--- src/rtl/core/sld_pkg.sv ---
// sld_pkg: shared types and constants for the square-law power detector
// no dependencies

package sld_pkg;

	// line store geometry
	localparam int LINE_DEPTH = 4096;
	localparam int POS_W      = $clog2(LINE_DEPTH);
	localparam int LEN_W      = POS_W + 1;

	// datapath widths
	localparam int SAMPLE_W   = 16;
	localparam int STORE_W    = 2 * SAMPLE_W;
	localparam int POWER_W    = STORE_W + 1;

	// configuration port
	localparam int CFG_IDX_W  = 2;
	localparam int CFG_DATA_W = LEN_W;
	localparam logic [CFG_IDX_W-1:0] REG_DETECT_MODE = 2'd0;
	localparam logic [CFG_IDX_W-1:0] REG_LINE_LENGTH = 2'd1;
	localparam logic [CFG_IDX_W-1:0] REG_POL_COUNT   = 2'd2;

	// detect modes
	localparam logic MODE_PPQQ      = 1'b0;
	localparam logic MODE_INTENSITY = 1'b1;

	// per-sample control that travels with the data down the pipeline
	typedef struct packed {
		logic [POS_W-1:0] pos;
		logic             last;
		logic             store_wr;
		logic             store_add;
		logic             emit;
	} item_tag_t;

endpackage

--- src/rtl/core/sld_seq.sv ---
// sld_seq: configuration registers and line / polarisation position counters
// depends on sld_pkg

module sld_seq
	import sld_pkg::*;
(
	input  logic                  clk,
	input  logic                  arst_n,
	input  logic                  cfg_write,
	input  logic [CFG_IDX_W-1:0]  cfg_index,
	input  logic [CFG_DATA_W-1:0] cfg_data,
	input  logic                  advance,
	output item_tag_t             tag
);

	logic             detect_mode_q;
	logic [LEN_W-1:0] line_length_q;
	logic [1:0]       pol_count_q;
	logic [POS_W-1:0] pos_q;
	logic             pol_q;

	logic [LEN_W-1:0] len_eff;
	logic             two_pols;
	logic             intensity;
	logic             last;

	// effective line length: zero acts as one, saturate at the store depth
	always_comb begin
		if (line_length_q == '0) begin
			len_eff = LEN_W'(1);
		end else if (line_length_q > LEN_W'(LINE_DEPTH)) begin
			len_eff = LEN_W'(LINE_DEPTH);
		end else begin
			len_eff = line_length_q;
		end
	end

	// decode of the current sample
	assign two_pols  = pol_count_q[1];
	assign intensity = (detect_mode_q == MODE_INTENSITY) && two_pols;
	assign last      = ({1'b0, pos_q} + LEN_W'(1)) == len_eff;

	always_comb begin
		tag.pos       = pos_q;
		tag.last      = last;
		tag.store_wr  = intensity && !pol_q;
		tag.store_add = intensity && pol_q;
		tag.emit      = !(intensity && !pol_q);
	end

	// configuration registers
	always_ff @(posedge clk or negedge arst_n) begin
		if (!arst_n) begin
			detect_mode_q <= MODE_PPQQ;
			line_length_q <= LEN_W'(1);
			pol_count_q   <= 2'd2;
		end else if (cfg_write) begin
			case (cfg_index)
				REG_DETECT_MODE: detect_mode_q <= cfg_data[0];
				REG_LINE_LENGTH: line_length_q <= cfg_data;
				REG_POL_COUNT:   pol_count_q   <= cfg_data[1:0];
				default: ;
			endcase
		end
	end

	// position counters, restarted by a write to any of the three real registers
	always_ff @(posedge clk or negedge arst_n) begin
		if (!arst_n) begin
			pos_q <= '0;
			pol_q <= 1'b0;
		end else if (cfg_write) begin
			case (cfg_index)
				REG_DETECT_MODE, REG_LINE_LENGTH, REG_POL_COUNT: begin
					pos_q <= '0;
					pol_q <= 1'b0;
				end
				default: ;
			endcase
		end else if (advance) begin
			if (last) begin
				pos_q <= '0;
				pol_q <= two_pols ? !pol_q : 1'b0;
			end else begin
				pos_q <= pos_q + POS_W'(1);
			end
		end
	end

endmodule

--- config.mk ---
export PLATFORM = sky130hd
export DESIGN_NAME = sld_seq
export DESIGN_NICKNAME = d
export VERILOG_FILES = /design/src/rtl/core/sld_pkg.sv /design/src/rtl/core/sld_seq.sv
export SDC_FILE = /design/constraint.sdc
export NUM_CORES = 1
export LEC_CHECK = 0
export BUFFER_PORTS_ARGS = -buffer_cell sky130_fd_sc_hd__buf_2
export CAP_MARGIN = 0
export CORE_ASPECT_RATIO = 1.4
export CORE_UTILIZATION = 45
export CTS_BUF_LIST = sky130_fd_sc_hd__clkbuf_4 sky130_fd_sc_hd__clkbuf_8
export CTS_CLUSTER_SIZE = 28
export DETAILED_ROUTE_END_ITERATION = 7
export GPL_ROUTABILITY_DRIVEN = 0
export PLACE_DENSITY_LB_ADDON = 0.2
export SYNTH_ARGS = -nofsm -noshare
export SYNTH_HDL_FRONTEND = slang
export SYNTH_SLANG_ARGS = --single-unit
--- constraint.sdc ---
create_clock -name clk -period 7.9 [get_ports clk]
set_input_delay 1.975 -clock clk [delete_from_list [all_inputs] [get_ports clk]]
set_output_delay 1.975 -clock clk [all_outputs]
set_load 0.01 [all_outputs]
# Word-level counts from Yosys, hierarchy flattened
# Cells that the tools add are included.
# word_totals
latchBits,0
output_inout_bits,16
elab_cells,38
memories,0
reg_bits,29
ramBits,0
mem_bits_ro,0
# classes
shifts,0
div_mod_pow,0
n_bitwise,0
reduce_logical,15
magnitude_cmp,1
n_mux,11
mul,0
addsub,2
eq_ne,4
# op_table
op,n
$mux 12,4
$mux 13,2
$add 12x1->13 const B,1
$eq 13x13->1,1
$gt 13x13->1 const B,1
$logic_not 13->1,1
$add 12x1->12 const B,1
$reduce_and 2->1,4
$mux 1,5
$reduce_bool 2->1,2
$logic_and 1x1->1,3
$reduce_and 3->1,1
$reduce_or 3->1,1
$eq 2x1->1 const B,1
$eq 2x2->1 const B,1
$logic_not 1->1,2
$logic_not 2->1,1
$ne 2x1->1 const B,1

# Longest topological paths before layout
# logic_depth
depth_word,7
mapped_depth,11
ltp_nobuf,9

# Worst setup path before layout
# OpenSTA, ideal clock, no wires.
# synth_timing
path_kind,reg-to-output
startpoint,reg pos_q[0]
endpoint,out tag[3] (netlist bit)
t_required_ns,5.925
path_stages_with_launch,10
arrival_time_ns,2.108
path_slack_ns,3.817
path_cell_list,dfrtp_1 ha_1 nand3_2 o31a_1 nor4_1 mux2i_1 a22oi_2 nand2_2 inv_1 buf_4
# synth_between
elab_chain_cells,2
# synth_rtl
item,line,text
start: declaration,sld_seq.sv:19,logic [POS_W-1:0] pos_q;
start signal: assignment,sld_seq.sv:85,pos_q <= pos_q + POS_W'(1);
$add 12x1->13,sld_seq.sv:41,"assign last = ({1'b0, pos_q} + LEN_W'(1)) == len_eff;"
$eq 13x13->1,sld_seq.sv:41,
end: declaration,sld_seq.sv:13,output item_tag_t tag
# Every way passes these cells.

==> summary.md <==
| Metric | Value |
|---|---|
| Fillers | `392` |
| Total standard cell area after synthesis | `0.00182 sq mm` |
| Effective utilization at floorplan | `46.5%` |
| Wire length of the first global-routing pass | `6.45 mm` |
| Area of the multi-input gates | `0.00104 sq mm` |
| FF+latch area | `703 sq um` |
| Max IR drop VDD | `128 uV` |
| Pre-Repair DR Iteration Count | `4` |
| Horizontal extent of the die | `55.8 um` |
| Synthesis-to-layout area growth | `12.1%` |
| Wire length reported by the detailed router | `3.96 mm` |
| Worst Max-Slew Pin Slew | `0.641 ns` |
| Minimum period implied by the final worst setup slack | `4.64 ns` |
| Max-Slew Margin vs Limit | `57.3%` |
| Final sum of negative setup slack | `0 ns` |
| Bufs on Longest Clock Path | `2` |
| Number of buffers inserted by hold repair at cts | `0` |
| Clock latency reported for the late side of the worst-skew pair | `0.28 ns` |
| Final Setup Violations | `0` |
| Register clock-pin slew on the reported worst setup and hold paths | `0.09 ns` |
| Int Pwr | `245 uW` |
| Final core occ | `52.1%` |
| Number of rows created at floorplan | `27` |
| Total grt overflow | `0` |
| Post-synthesis net count | `212` |
| CP required | `5.93 ns` |
| Number of buffers inserted by post-CTS setup repair | `0` |
| Remaining antenna violation count | `0` |
| Die boundary height | `77.3 um` |
| Maximum clock skew at final layout | `0.00788 ns` |
| Placement-stage cell area | `0.00199 sq mm` |
| Maximum frequency from static timing analysis | `0.216 GHz` |
| Startpoint-to-endpoint class of the critical path | `reg2out` |
| Fraction of power spent switching nets | `30.8%` |
| Kind of start point of the critical path | `register` |
| Post-route cell area | `0.00204 sq mm` |
| CTS resizes | `0` |
| Part of the cycle the worst path needs | `58.7%` |
| Register bit count reported by yosys | `28` |
| Warnings, synthesis | `0` |
| Proportion of synthesized flip-flops having asynchronous set or reset | `100%` |
| Number of hold-slack violations in the final timing report | `0` |
| Vias per Instance | `5.62` |
| TritonCTS clock tree | `done` |
| Wirelength per Cell | `15.0 um` |
| Dominant synthesized flop cell | `sky130_fd_sc_hd__dfrtp_1` |
| Share of total power in combinational logic | `25.3%` |
| Run status | `complete, no violations` |
| Cell family contributing the most delay on the critical path | `compound AO/OA/AOI/OAI gates` |
| Final net count | `242` |
| Cell leakage power | `0.000905 uW` |
| Mean Syn Cell Area | `9.49 sq um` |
| Number of enable-type register cells in the synthesized netlist | `0` |
| CTS H-tree depth | `1` |
| Worst min-delay path class | `reg2reg` |
| Number of unique standard cell types used by synthesis | `53` |
| Data arrival at the endpoint of the critical path | `2.66 ns` |
| Antenna diodes | `0` |
| Worst-path fanout max | `8` |
| Post-synthesis sequential area ratio | `38.6%` |
| Full die area | `0.00431 sq mm` |
| Starting DRC count in detailed routing | `50` |
| Portion of total power attributed to sequential cells | `50.7%` |
| CTS root buffer | `sky130_fd_sc_hd__clkbuf_8` |
| Sinks on Clock Net | `28` |
| Power density over the cells | `173 mW/mm^2` |
| Critical path capture point type | `primary output` |
| Maximum single-stage delay on the critical path | `0.48 ns` |
| Total number of vias | `1484` |
| Detailed Place HPWL | `3.01 mm` |
| Num CTS Buffers | `3` |
| Final Max Tran Viols | `0` |
| Combined buffer and inverter count along the critical path | `2` |
| P_sw | `109 uW` |
| Vias in the first global route | `1391` |
| IO Pins | `35` |
| Highest-delay cell along the critical path | `sky130_fd_sc_hd__dfrtp_1` |
| Post-Synthesis Cells | `192` |
| Core region area | `0.00392 sq mm` |
| Share of final-layout standard cells stronger than drive strength 1 | `30.3%` |
| Initial antenna violation count | `0` |
| Count of input and output buffers | `34` |
| Pin count of the biggest net entering global routing | `29` |
| Unrepaired setup endpoints after global routing | `false` |
| Gr usage total | `19.0%` |
| Cell chain of the critical path | `ha_1, nand3_2, o31a_1, nor4_1, mux2i_1, a22oi_2, nand2_2, inv_1, buf_2` |
| Fraction of power consumed by the clock network | `24.0%` |
| Max-capacitance violation count | `0` |
| DR DRC count | `0` |
[registers in the layout, summed over array words and instances, names as in the netlist]
signal	count
pos_q	12
detect_mode_q	1
pol_q	1
pol_count_q	1
line_length_q	13
[Yosys cell counts, types with 2 or more instances]
library cell	count	area, sq um
sky130_fd_sc_hd__nand2_1	19	71.3
sky130_fd_sc_hd__o22ai_1	3	18.8
sky130_fd_sc_hd__o21ai_0	9	45.0
sky130_fd_sc_hd__a21oi_2	2	17.5
sky130_fd_sc_hd__nor2_1	11	41.3
sky130_fd_sc_hd__a31oi_1	2	12.5
sky130_fd_sc_hd__nand4_1	2	12.5
sky130_fd_sc_hd__o21ai_1	2	10.0
sky130_fd_sc_hd__a22o_1	2	17.5
sky130_fd_sc_hd__nand3_1	10	50.1
sky130_fd_sc_hd__dfstp_2	2	52.6
sky130_fd_sc_hd__mux2i_1	3	30.0
sky130_fd_sc_hd__nor2b_1	4	25.0
sky130_fd_sc_hd__xnor2_1	9	78.8
sky130_fd_sc_hd__and3_1	7	43.8
sky130_fd_sc_hd__buf_4	2	15.0
sky130_fd_sc_hd__nand3b_1	2	15.0
sky130_fd_sc_hd__a21oi_1	9	45.0
sky130_fd_sc_hd__and4_1	2	17.5
sky130_fd_sc_hd__or2_2	2	12.5
sky130_fd_sc_hd__nor4_1	4	25.0
sky130_fd_sc_hd__mux2_2	15	169
sky130_fd_sc_hd__inv_1	6	22.5
sky130_fd_sc_hd__buf_2	6	30.0
sky130_fd_sc_hd__dfrtp_1	26	651
sky130_fd_sc_hd__nand2b_1	4	25.0
[cell type report]
cell class / instances / area share [%]
clock buffers: 4 / 2.39
inverters: 6 / 1.10
multi-input cells: 148 / 50.7
flip-flops and latches: 28 / 34.4
well taps: 43 / 2.63
repair buffers: 35 / 8.70
[per-stage QoR]
step | power, uW | cells | hold WS, ns | setup slack [ns]
final | 353 | 264 | 0.507 | 3.26
after global routing | 372 | 264 | 0.531 | 3.08
after CTS | 356 | 264 | 0.506 | 3.22
after detailed placement | 272 | 260 | 0.492 | 3.54
after global placement | 269 | 260 | 0.497 | 3.64
after floorplan | 245 | 192 | 0.457 | 3.82
[power groups by stage]
stage | logic [uW] | clock network [uW] | registers, uW
floorplan | 70.3 | 0 | 175
global placement | 88.3 | 0 | 181
detailed placement | 89.6 | 0 | 182
CTS | 90.0 | 86.6 | 179
global route | 99.0 | 90.1 | 183
finish | 89.2 | 84.8 | 179
[logic make-up after synthesis]
kind of cell / synth area share (%)
buffers and inverters: 4.53
flip-flops: 38.6
adder cells (fa/ha/maj): 0.687
AND/OR/NAND/NOR: 22.9
multiplexers: 10.9
XOR/XNOR: 6.94
AO/OA/AOI/OAI: 15.5
[layer usage]
metal,global-route usage [%],share of wire (%),vias up
met1,23.4,43,698
met5,0,0,-
met4,6.25,1.2,0
met3,2.02,3.3,4
met2,34.1,52,29
li1,-,-,753
[cells in the final DEF (no fill, tap or decap), types with 4 or more instances in the layout]
cell,synthesis,routed
sky130_fd_sc_hd__nor2_1,11,11
sky130_fd_sc_hd__inv_1,6,6
sky130_fd_sc_hd__nand2_1,19,19
sky130_fd_sc_hd__nand3_1,10,10
sky130_fd_sc_hd__a21oi_1,9,9
sky130_fd_sc_hd__nor4_1,4,4
sky130_fd_sc_hd__nand2b_1,4,4
sky130_fd_sc_hd__xnor2_1,9,9
sky130_fd_sc_hd__and3_1,7,7
sky130_fd_sc_hd__buf_2,6,34
sky130_fd_sc_hd__o21ai_0,9,9
sky130_fd_sc_hd__dfrtp_1,26,26
sky130_fd_sc_hd__mux2_2,15,15
sky130_fd_sc_hd__nor2b_1,4,4
[final timing paths]
check	startpoint	endpoint	slack (ns)	depth (start not counted)
min in group asynchronous	arst_n	pos_q[8]$_DFFE_PN0P_	1.71	1
worst max-delay path	pos_q[0]$_DFFE_PN0P_	tag[3]	3.26	9
worst min register to register	pol_q$_DFFE_PN0P_	pol_q$_DFFE_PN0P_	0.51	1
worst max register to register	pos_q[0]$_DFFE_PN0P_	pos_q[7]$_DFFE_PN0P_	5.06	9
worst min-delay path	pol_q$_DFFE_PN0P_	pol_q$_DFFE_PN0P_	0.51	1
max in group asynchronous	arst_n	pol_q$_DFFE_PN0P_	5.77	1
No activity file was read; power rests on OpenSTA's default activity.
